===== src/hw/rtl/sct_pkg.sv =====
// Package for the scroll camera tracker: field widths, register indexes
// and reset values shared by the top level and its checker.
// No dependencies.
package sct_pkg;

	// Field widths
	localparam int unsigned XW      = 16;
	localparam int unsigned VELW    = 12;
	localparam int unsigned SCROLLW = 15;
	localparam int unsigned COLW    = 14;
	localparam int unsigned WIDTHW  = 10;
	localparam int unsigned SPEEDW  = 4;
	localparam int unsigned CFG_IW  = 2;

	// Configuration register indexes
	typedef enum logic [CFG_IW-1:0] {
		CFG_SCREEN_WIDTH = 2'd0,
		CFG_CHASE_SPEED  = 2'd1
	} cfg_index_t;

	// Register reset values
	localparam logic [WIDTHW-1:0] SCREEN_WIDTH_RST = 10'd320;
	localparam logic [SPEEDW-1:0] CHASE_SPEED_RST  = 4'd4;

	// Largest scroll value
	localparam logic [SCROLLW-1:0] SCROLL_MAX = 15'h7fff;

endpackage


===== src/hw/rtl/scroll_camera_tracker_top.sv =====
// Horizontal scroll camera tracker: follows a tracked object and reports
// tile columns that must be loaded. Depends on sct_pkg.
//
// Usage:
//   Input channel (target_valid / target_stall) carries one word per frame
//   tick: the object's level x position and its horizontal velocity.
//   Output channel (result_valid / result_stall) returns one word per input
//   word: scroll position, column load request and lock flag.
//   Configuration channel (cfg_valid / cfg_ready, always ready) writes
//   screen_width (index 0) and chase_speed (index 1); writes must be made
//   only while no word is in flight.
// Pipeline and throughput:
//   A word is held in the input register, passes through the combinational
//   logic against the camera state, and its result loads into the result
//   register when free. One word per cycle is sustained unless stalled.
// Stall and reset:
//   When the receiver stalls, the result register holds its word and the
//   input register fills; target_stall rises only when both are full.
//   Reset clears the camera state, the valid flags and restores the
//   registers to screen width 320 and chase speed 4.
module scroll_camera_tracker_top (
	input  logic                                clk,
	input  logic                                arst_n,
	// Input channel
	input  logic                                target_valid,
	output logic                                target_stall,
	input  logic signed [sct_pkg::XW-1:0]       target_x,
	input  logic signed [sct_pkg::VELW-1:0]     target_vel_x,
	// Output channel
	output logic                                result_valid,
	input  logic                                result_stall,
	output logic        [sct_pkg::SCROLLW-1:0]  scroll_x,
	output logic                                column_pending,
	output logic signed [sct_pkg::COLW-1:0]     column_index,
	output logic                                locked,
	// Configuration channel
	input  logic                                cfg_valid,
	output logic                                cfg_ready,
	input  logic        [sct_pkg::CFG_IW-1:0]   cfg_index,
	input  logic        [sct_pkg::WIDTHW-1:0]   cfg_data
);
	import sct_pkg::*;

	// Configuration registers
	logic [WIDTHW-1:0] screen_width_q;
	logic [SPEEDW-1:0] chase_speed_q;

	// Camera state
	logic [SCROLLW-1:0] scroll_q;
	logic [SCROLLW-1:0] last_scroll_q;
	logic               chasing_q;
	logic               from_left_q;
	logic               lock_q;
	logic               moving_left_q;

	// Input register stage
	logic                   valid_s1;
	logic signed [XW-1:0]   x_s1;
	logic signed [VELW-1:0] vel_s1;

	// Result register stage
	logic                   valid_s2;
	logic [SCROLLW-1:0]     scroll_s2;
	logic                   pending_s2;
	logic [COLW-1:0]        column_s2;
	logic                   locked_s2;

	// Flow control
	logic out_load;
	logic advance;
	logic in_accept;

	// Next-state values from the processing pass
	logic [SCROLLW-1:0] scroll_n;
	logic               chasing_n;
	logic               from_left_n;
	logic               lock_n;
	logic               moving_left_n;
	logic               pending_n;
	logic [COLW-1:0]    column_n;

	// Derived screen geometry
	logic [WIDTHW-1:0]   center;
	logic [WIDTHW-1:0]   pad;
	logic [WIDTHW-1:0]   right_bound;
	logic [WIDTHW+10:0]  pad_prod;

	assign out_load     = !valid_s2 || !result_stall;
	assign advance      = valid_s1 && out_load;
	assign in_accept    = target_valid && !target_stall;
	assign target_stall = valid_s1 && !out_load;
	assign cfg_ready    = 1'b1;

	// Width / 3 as a multiply by the reciprocal 683/2048, exact for 10 bits.
	assign pad_prod    = {11'd0, screen_width_q} * (WIDTHW + 11)'(683);
	assign pad         = pad_prod[WIDTHW+10:11];
	assign center      = {1'b0, screen_width_q[WIDTHW-1:1]};
	assign right_bound = screen_width_q - pad;

	// Configuration writes
	always_ff @(posedge clk or negedge arst_n) begin
		if (!arst_n) begin
			screen_width_q <= SCREEN_WIDTH_RST;
			chase_speed_q  <= CHASE_SPEED_RST;
		end else if (cfg_valid && cfg_ready) begin
			case (cfg_index)
				CFG_SCREEN_WIDTH: screen_width_q <= cfg_data;
				CFG_CHASE_SPEED:  chase_speed_q  <= cfg_data[SPEEDW-1:0];
				default: ;
			endcase
		end
	end

	// Processing pass: direction check, chase start, step, lock and clamp,
	// then the column boundary test.
	always_comb begin
		logic signed [18:0] xe;
		logic signed [18:0] se;
		logic signed [18:0] sx;
		logic signed [18:0] ce;
		logic signed [18:0] spd;
		logic               turned;
		logic [COLW-1:0]    col_base;

		xe  = {{3{x_s1[XW-1]}}, x_s1};
		ce  = {9'd0, center};
		spd = {15'd0, chase_speed_q};
		se  = {4'd0, scroll_q};
		sx  = xe - se;

		chasing_n   = chasing_q;
		from_left_n = from_left_q;
		lock_n      = lock_q;

		turned = (vel_s1 != '0) && (moving_left_q != vel_s1[VELW-1]);

		// A turn cancels the chase; otherwise an idle camera may start one.
		if (turned) begin
			chasing_n = 1'b0;
			lock_n    = 1'b0;
		end else if (!chasing_q) begin
			if (sx > $signed({9'd0, right_bound})) begin
				chasing_n   = 1'b1;
				from_left_n = 1'b0;
			end else if (sx < $signed({9'd0, pad})) begin
				chasing_n   = 1'b1;
				from_left_n = 1'b1;
			end
			lock_n = 1'b0;
		end

		// Step toward the object, lock once its screen x crosses center.
		if (chasing_n) begin
			if (!from_left_n && (sx > ce)) begin
				se     = se + spd;
				lock_n = !((xe - se) > ce);
			end else if (from_left_n && (sx < ce)) begin
				se     = se - spd;
				lock_n = !((xe - se) < ce);
			end
			if (lock_n) begin
				se = xe - ce;
			end
			if (se < 0) begin
				se        = '0;
				lock_n    = 1'b0;
				chasing_n = 1'b0;
			end
			if (se > $signed({4'd0, SCROLL_MAX})) begin
				scroll_n = SCROLL_MAX;
			end else begin
				scroll_n = se[SCROLLW-1:0];
			end
		end else begin
			scroll_n = scroll_q;
		end

		if (vel_s1 != '0) begin
			moving_left_n = vel_s1[VELW-1];
		end else begin
			moving_left_n = moving_left_q;
		end

		// Column load when scroll moves into another 8-pixel column.
		col_base  = {2'd0, scroll_n[SCROLLW-1:3]};
		pending_n = scroll_n[SCROLLW-1:3] != last_scroll_q[SCROLLW-1:3];
		if (!pending_n) begin
			column_n = '0;
		end else if (scroll_n < last_scroll_q) begin
			column_n = col_base - COLW'(1);
		end else begin
			column_n = col_base + {7'd0, screen_width_q[WIDTHW-1:3]} + COLW'(1);
		end
	end

	// Camera state and valid flags
	always_ff @(posedge clk or negedge arst_n) begin
		if (!arst_n) begin
			scroll_q      <= '0;
			last_scroll_q <= '0;
			chasing_q     <= 1'b0;
			from_left_q   <= 1'b0;
			lock_q        <= 1'b0;
			moving_left_q <= 1'b0;
			valid_s1      <= 1'b0;
			valid_s2      <= 1'b0;
		end else begin
			if (advance) begin
				scroll_q      <= scroll_n;
				chasing_q     <= chasing_n;
				from_left_q   <= from_left_n;
				lock_q        <= lock_n;
				moving_left_q <= moving_left_n;
				if (pending_n) begin
					last_scroll_q <= scroll_n;
				end
			end
			if (in_accept) begin
				valid_s1 <= 1'b1;
			end else if (advance) begin
				valid_s1 <= 1'b0;
			end
			if (advance) begin
				valid_s2 <= 1'b1;
			end else if (!result_stall) begin
				valid_s2 <= 1'b0;
			end
		end
	end

	// Payload registers
	always_ff @(posedge clk) begin
		if (in_accept) begin
			x_s1   <= target_x;
			vel_s1 <= target_vel_x;
		end
		if (advance) begin
			scroll_s2  <= scroll_n;
			pending_s2 <= pending_n;
			column_s2  <= column_n;
			locked_s2  <= lock_n;
		end
	end

	assign result_valid   = valid_s2;
	assign scroll_x       = scroll_s2;
	assign column_pending = pending_s2;
	assign column_index   = $signed(column_s2);
	assign locked         = locked_s2;

endmodule


===== config.mk =====
export PLATFORM = sky130hd
export DESIGN_NAME = scroll_camera_tracker_top
export DESIGN_NICKNAME = d
export VERILOG_FILES = /design/src/hw/rtl/sct_pkg.sv /design/src/hw/rtl/scroll_camera_tracker_top.sv
export SDC_FILE = /design/constraint.sdc
export NUM_CORES = 1
export LEC_CHECK = 0
export ABC_AREA = 0
export BUFFER_PORTS_ARGS = -buffer_cell sky130_fd_sc_hd__buf_2
export CAP_MARGIN = 20
export CORE_MARGIN = 2
export CORE_UTILIZATION = 61
export DETAILED_ROUTE_END_ITERATION = 8
export PLACE_DENSITY = 0.82
export REMOVE_ABC_BUFFERS = 1
export SLEW_MARGIN = 20
export SYNTH_ARGS = -nofsm -noshare
export SYNTH_HDL_FRONTEND = slang
export SYNTH_SLANG_ARGS = --single-unit

===== constraint.sdc =====
create_clock -name clk -period 34.1 [get_ports clk]
set_input_delay 8.525 -clock clk [delete_from_list [all_inputs] [get_ports clk]]
set_output_delay 8.525 -clock clk [all_outputs]
set_load 0.05 [all_outputs]

# Yosys cells after proc, flatten, opt, wreduce, memory -nomap -nowiden

Cells that the tools add are included.

Register bits: 109
Bits in latches: 0
RAM bits: 0
Memory bits (read-only): 0
Word-level logic and storage cells: 91
Memories kept: 0

$add $sub $neg: 10
Multipliers: 1
Div/mod/pow operators: 0
Order comparisons: 9
Equal/unequal tests: 4
Shifts and indexed selects: 0
Mux-type cells: 30
Bitwise logic cells: 0
Reduce and logical (&&, ||, !) cells: 21

Operator list:

| cell                   | count |
|---|---|
| $mux 19                | 6 |
| $lt 17x10->1           | 3 |
| $sub 16x16->17         | 2 |
| $mux 15                | 2 |
| $mux 1                 | 21 |
| $mul 10x10->20 const B | 1 |
| $gt 19x16->1 const B   | 1 |
| $lt 19x1->1 const B    | 1 |
| $gt 18x10->1           | 1 |
| $sub 16x17->18         | 1 |
| $gt 17x10->1           | 1 |
| $gt 17x11->1           | 1 |
| $sub 16x10->17         | 1 |
| $add 15x4->16          | 1 |
| $sub 15x4->16          | 1 |
| $lt 15x15->1           | 1 |
| $add 13x1->14 const B  | 1 |
| $mux 14                | 1 |
| $add 12x7->13          | 1 |
| $sub 12x1->13 const B  | 1 |
| $ne 12x12->1           | 1 |
| $reduce_bool 12->1     | 1 |
| $sub 10x9->10          | 1 |
| $reduce_and 2->1       | 4 |
| other kinds (8)        | 19 |

# Depth between registers and ports, before layout

Word-level depth: 21
Depth in mapped cells: 60
Gate-level depth less buffers: 56

# Least setup slack after synthesis

No wires, ideal clock.

Kind: input to output
From: input port result_stall
To: output port target_stall
Data arrival time: 8962 ps
Required time: 25575 ps
Slack: 16613 ps
Stages on the path: 2
Cells stage by stage: nand3_1 > inv_1

Longest elaborated chain between the ends: 4

Ends and longest elaborated chain:

| item               | line                            | source |
|---|---|---|
| start: declaration | scroll_camera_tracker_top.sv:31 | `input logic result_stall,` |
| $logic_not 1->1    | --                              |  |
| $logic_or 1x1->1   | scroll_camera_tracker_top.sv:88 | `assign out_load = !valid_s2 \|\| !result_stall;` |
| $logic_not 1->1    | scroll_camera_tracker_top.sv:91 | `assign target_stall = valid_s1 && !out_load;` |
| $logic_and 1x1->1  | scroll_camera_tracker_top.sv:91 |  |
| end: declaration   | scroll_camera_tracker_top.sv:26 | `output logic target_stall,` |

No other way between the ends.

# Worst setup path after layout

Same ends and word-level chain as after synthesis.

==> reports/metrics.csv <==
stage;metric;value;unit
outcome;status;finished, final reports clean;
setup_path;path_max_fanout;3;
cts;clk_path_buf_depth;2;
sta;fin_setup_tns;0;ns
yosys;synth.most_common_cell;ha_1;
placement;post-dp-hpwl;28500;µm
cts;cts_inserted_buffers;9;
sta;hold_viol_final;0;
floorplanning;fp.dieH;149;µm
drt;viasPerCell;6.51;
sta;fin_crit;17.56;ns
yosys;synth_area_leaders;ha_1 (19%), edfxtp_1 (14%), dfrtp_1 (9.2%);
floorplanning;die_area;22200;µm²
yosys;synth_top_family_by_area;adder cells;
placement;dp_cells;1769;
floorplanning;coreArea;20800;µm²
grt;grt_max_degree;51;
final_layout;final_cells;1785;
cts;clock-sinks;109;
grt;overflow;0;
yosys;netlist.area_leader.share;18.7;%
cts;cts_setup_buffers;0;
sta;finClkSkew;0.0144;ns
setup_path;ff2ff_setup_slack;19.58;ns
placement;gp_congestion;1.01;
placement;pre_cts_slack;16.54;ns
floorplanning;ios;79;
sta;fmax;0.0570;GHz
final_layout;layout-drive-gt1-share;10.5;%
sta;maxSlewViolCount;0;
floorplanning;initial_core_util;61.7;%
sta;tightest_slew;1.03;ns
final_layout;diodes;0;
placement;io_buffers;77;
cts;ctsHoldBuffers;0;
yosys;syn_inst;1446;
grt;grt_first_pass_wirelength;57200;µm
final_layout;nets;1772;
setup_path;path_class;in2out;
sta;post-route-period-util;51.5;%
yosys;synth_simple_gate_area_share;15.9;%
cts;post_cts_resized;0;
sta;setup_viol;0;
setup_path;r2r_cells;54;
final_layout;area_growth;7.30;%
setup_path;slowest_stage;buf_2;
yosys;seq_area_frac_synth;23.5;%
drt;wl_per_cell;20.2;µm
setup_path;cp-endpoint;target_stall;
floorplanning;num_rows;53;
setup_path;max_stage_delay;0.25;ns
cts;htree_levels;3;
setup_path;crit_arrival;9.03;ns
setup_path;required;25.57;ns
grt;antenna_found_initial;0;
cts;cts_tree;done;
yosys;syn-cell-area;12900;µm²
setup_path;r2r_end;column_index[11];
drt;drtIter0Drc;970;
yosys;ys_async_sr_fraction;45.9;%
sta;layout_setup_ws;16.54;ns
grt;first_global_vias;11257;
yosys;synthTopCellsByCount;ha_1 (192), inv_1 (133), o21ai_0 (100);
setup_path;crit_path_start;result_stall;
yosys;muxShareOfSynthArea;2.26;%
cts;cts_root_buffer;clkbuf_16;
cts;clkLatencyLatePin;0.37;ns
grt;grt_use_total;32.5;%
sta;grt_setup_unrepaired;no;
floorplanning;die_x;149;µm
yosys;synth_largest_area_cell;ha_1;
drt;drc_errors;0;
cts;path_clk_slew;0.09;ns
setup_path;worst_setup_path_end_kind;output port;
setup_path;rr_startpoint;screen_width_q[5];
sta;slew_headroom;31.1;%
run;drv_cap;0;
yosys;synth_flop_cell;edfxtp_1;
drt;antenna_left;0;
yosys;synth_cell_types;95;
setup_path;crit_path_frequent_cell;buf_2;
yosys;synth_fa_ha_area_share;23.8;%
yosys;synthXorXnorAreaFrac;6.66;%
yosys;yosysWarnings;0;
yosys;ys_seq_elements;109;
setup_path;crit_chain;buf_2 > nand3_1 > inv_1 > buf_2;
yosys;synth_edf_count;59;
drt;first_pass_iters;5;
setup_path;cp-start-kind;input port;
drt;wl;36000;µm
yosys;synth_compound_area_share;22.4;%
yosys;synth.avg_cell_area;8.89;µm²
drt;vias;11626;
final_layout;n_fill_cell;1707;
min_path;hold_path.class;reg2reg;
sequential cells by signal, indices dropped and copies added, names as in the netlist:
register / flops
column_pending: 1
scroll_x: 15
result_valid: 1
screen_width_q: 10
chasing_q: 1
column_index: 14
moving_left_q: 1
lock_q: 1
chase_speed_q: 4
from_left_q: 1
last_scroll_q: 15
x_s1: 16
vel_s1: 12
valid_s1: 1
scroll_q: 15
locked: 1
per-stage QoR:
step	util, %	hold slack [ns]	cell area [µm²]
5_1_grt	66.2	0.514	13800
4_1_cts	66.2	0.489	13800
6_report	66.2	0.493	13800
2_1_floorplan	-	0.442	12700
3_5_place_dp	64.7	0.471	13500
3_3_place_gp	64.7	0.461	13500
worst min path at each step:
stage                                  from                end  slack, ns  depth (start not counted)
after floorplan            last_scroll_q[0]   last_scroll_q[0]       0.44                          2
after global placement     last_scroll_q[0]   last_scroll_q[0]       0.46                          2
after detailed placement  last_scroll_q[13]  last_scroll_q[13]       0.47                          2
after CTS                  last_scroll_q[0]   last_scroll_q[0]       0.49                          2
after global routing               valid_s1       result_valid       0.51                          1
final                      last_scroll_q[3]   last_scroll_q[3]       0.49                          2
critical path, delay by kind of cell:
kind,cells,cell delay [ns]
buffers and inverters,3,0.41
AND/OR/NAND/NOR,1,0.11
cell usage in the layout (no fill, tap or decap), drive strengths merged, types with 11 or more instances in the layout:
master,n
or3,15
inv,135
mux2,16
o21ai,107
o31ai,11
and3,12
nor2,86
ha,192
nor4,16
a31oi,11
edfxtp,59
nor2b,15
nand2b,25
buf,86
a21oi,79
mux2i,11
a211oi,19
o21a,21
xnor2,74
o211ai,16
nand4,21
fa,30
dfrtp,47
nand2,92
a21o,36
xor2,21
nand3,33
nor3,41
metal layers:
metal | GRT usage, % | share of wire, % | up-vias
met5 | 0 | 0 | -
met4 | 14.6 | 4.3 | 0
met3 | 5.57 | 7.3 | 117
met2 | 54.2 | 47 | 529
met1 | 41.5 | 41 | 5521
li1 | - | - | 5459
layout make-up:
cell class / count / area (µm²) / area share, %
clock inverters: 7 / 90.1 / 0.653
flip-flops and latches: 109 / 3030 / 21.9
repair buffers: 86 / 453 / 3.28
well taps: 275 / 344 / 2.50
inverters: 138 / 518 / 3.76
multi-input cells: 1161 / 9130 / 66.2
clock buffers: 9 / 225 / 1.63
kinds of logic after synthesis:
family | count (synthesis)
muxes | 27
xor gates and xnor gates | 96
AOI/OAI and AO/OA | 413
buffers and inverters | 176
adders and majority gates | 228
and+or+nand+nor | 396
other | 1
DFF | 109
Power is left out: the tool's default activity adds up to more than one toggle a clock period on the data nets, which glitch-free logic cannot reach.
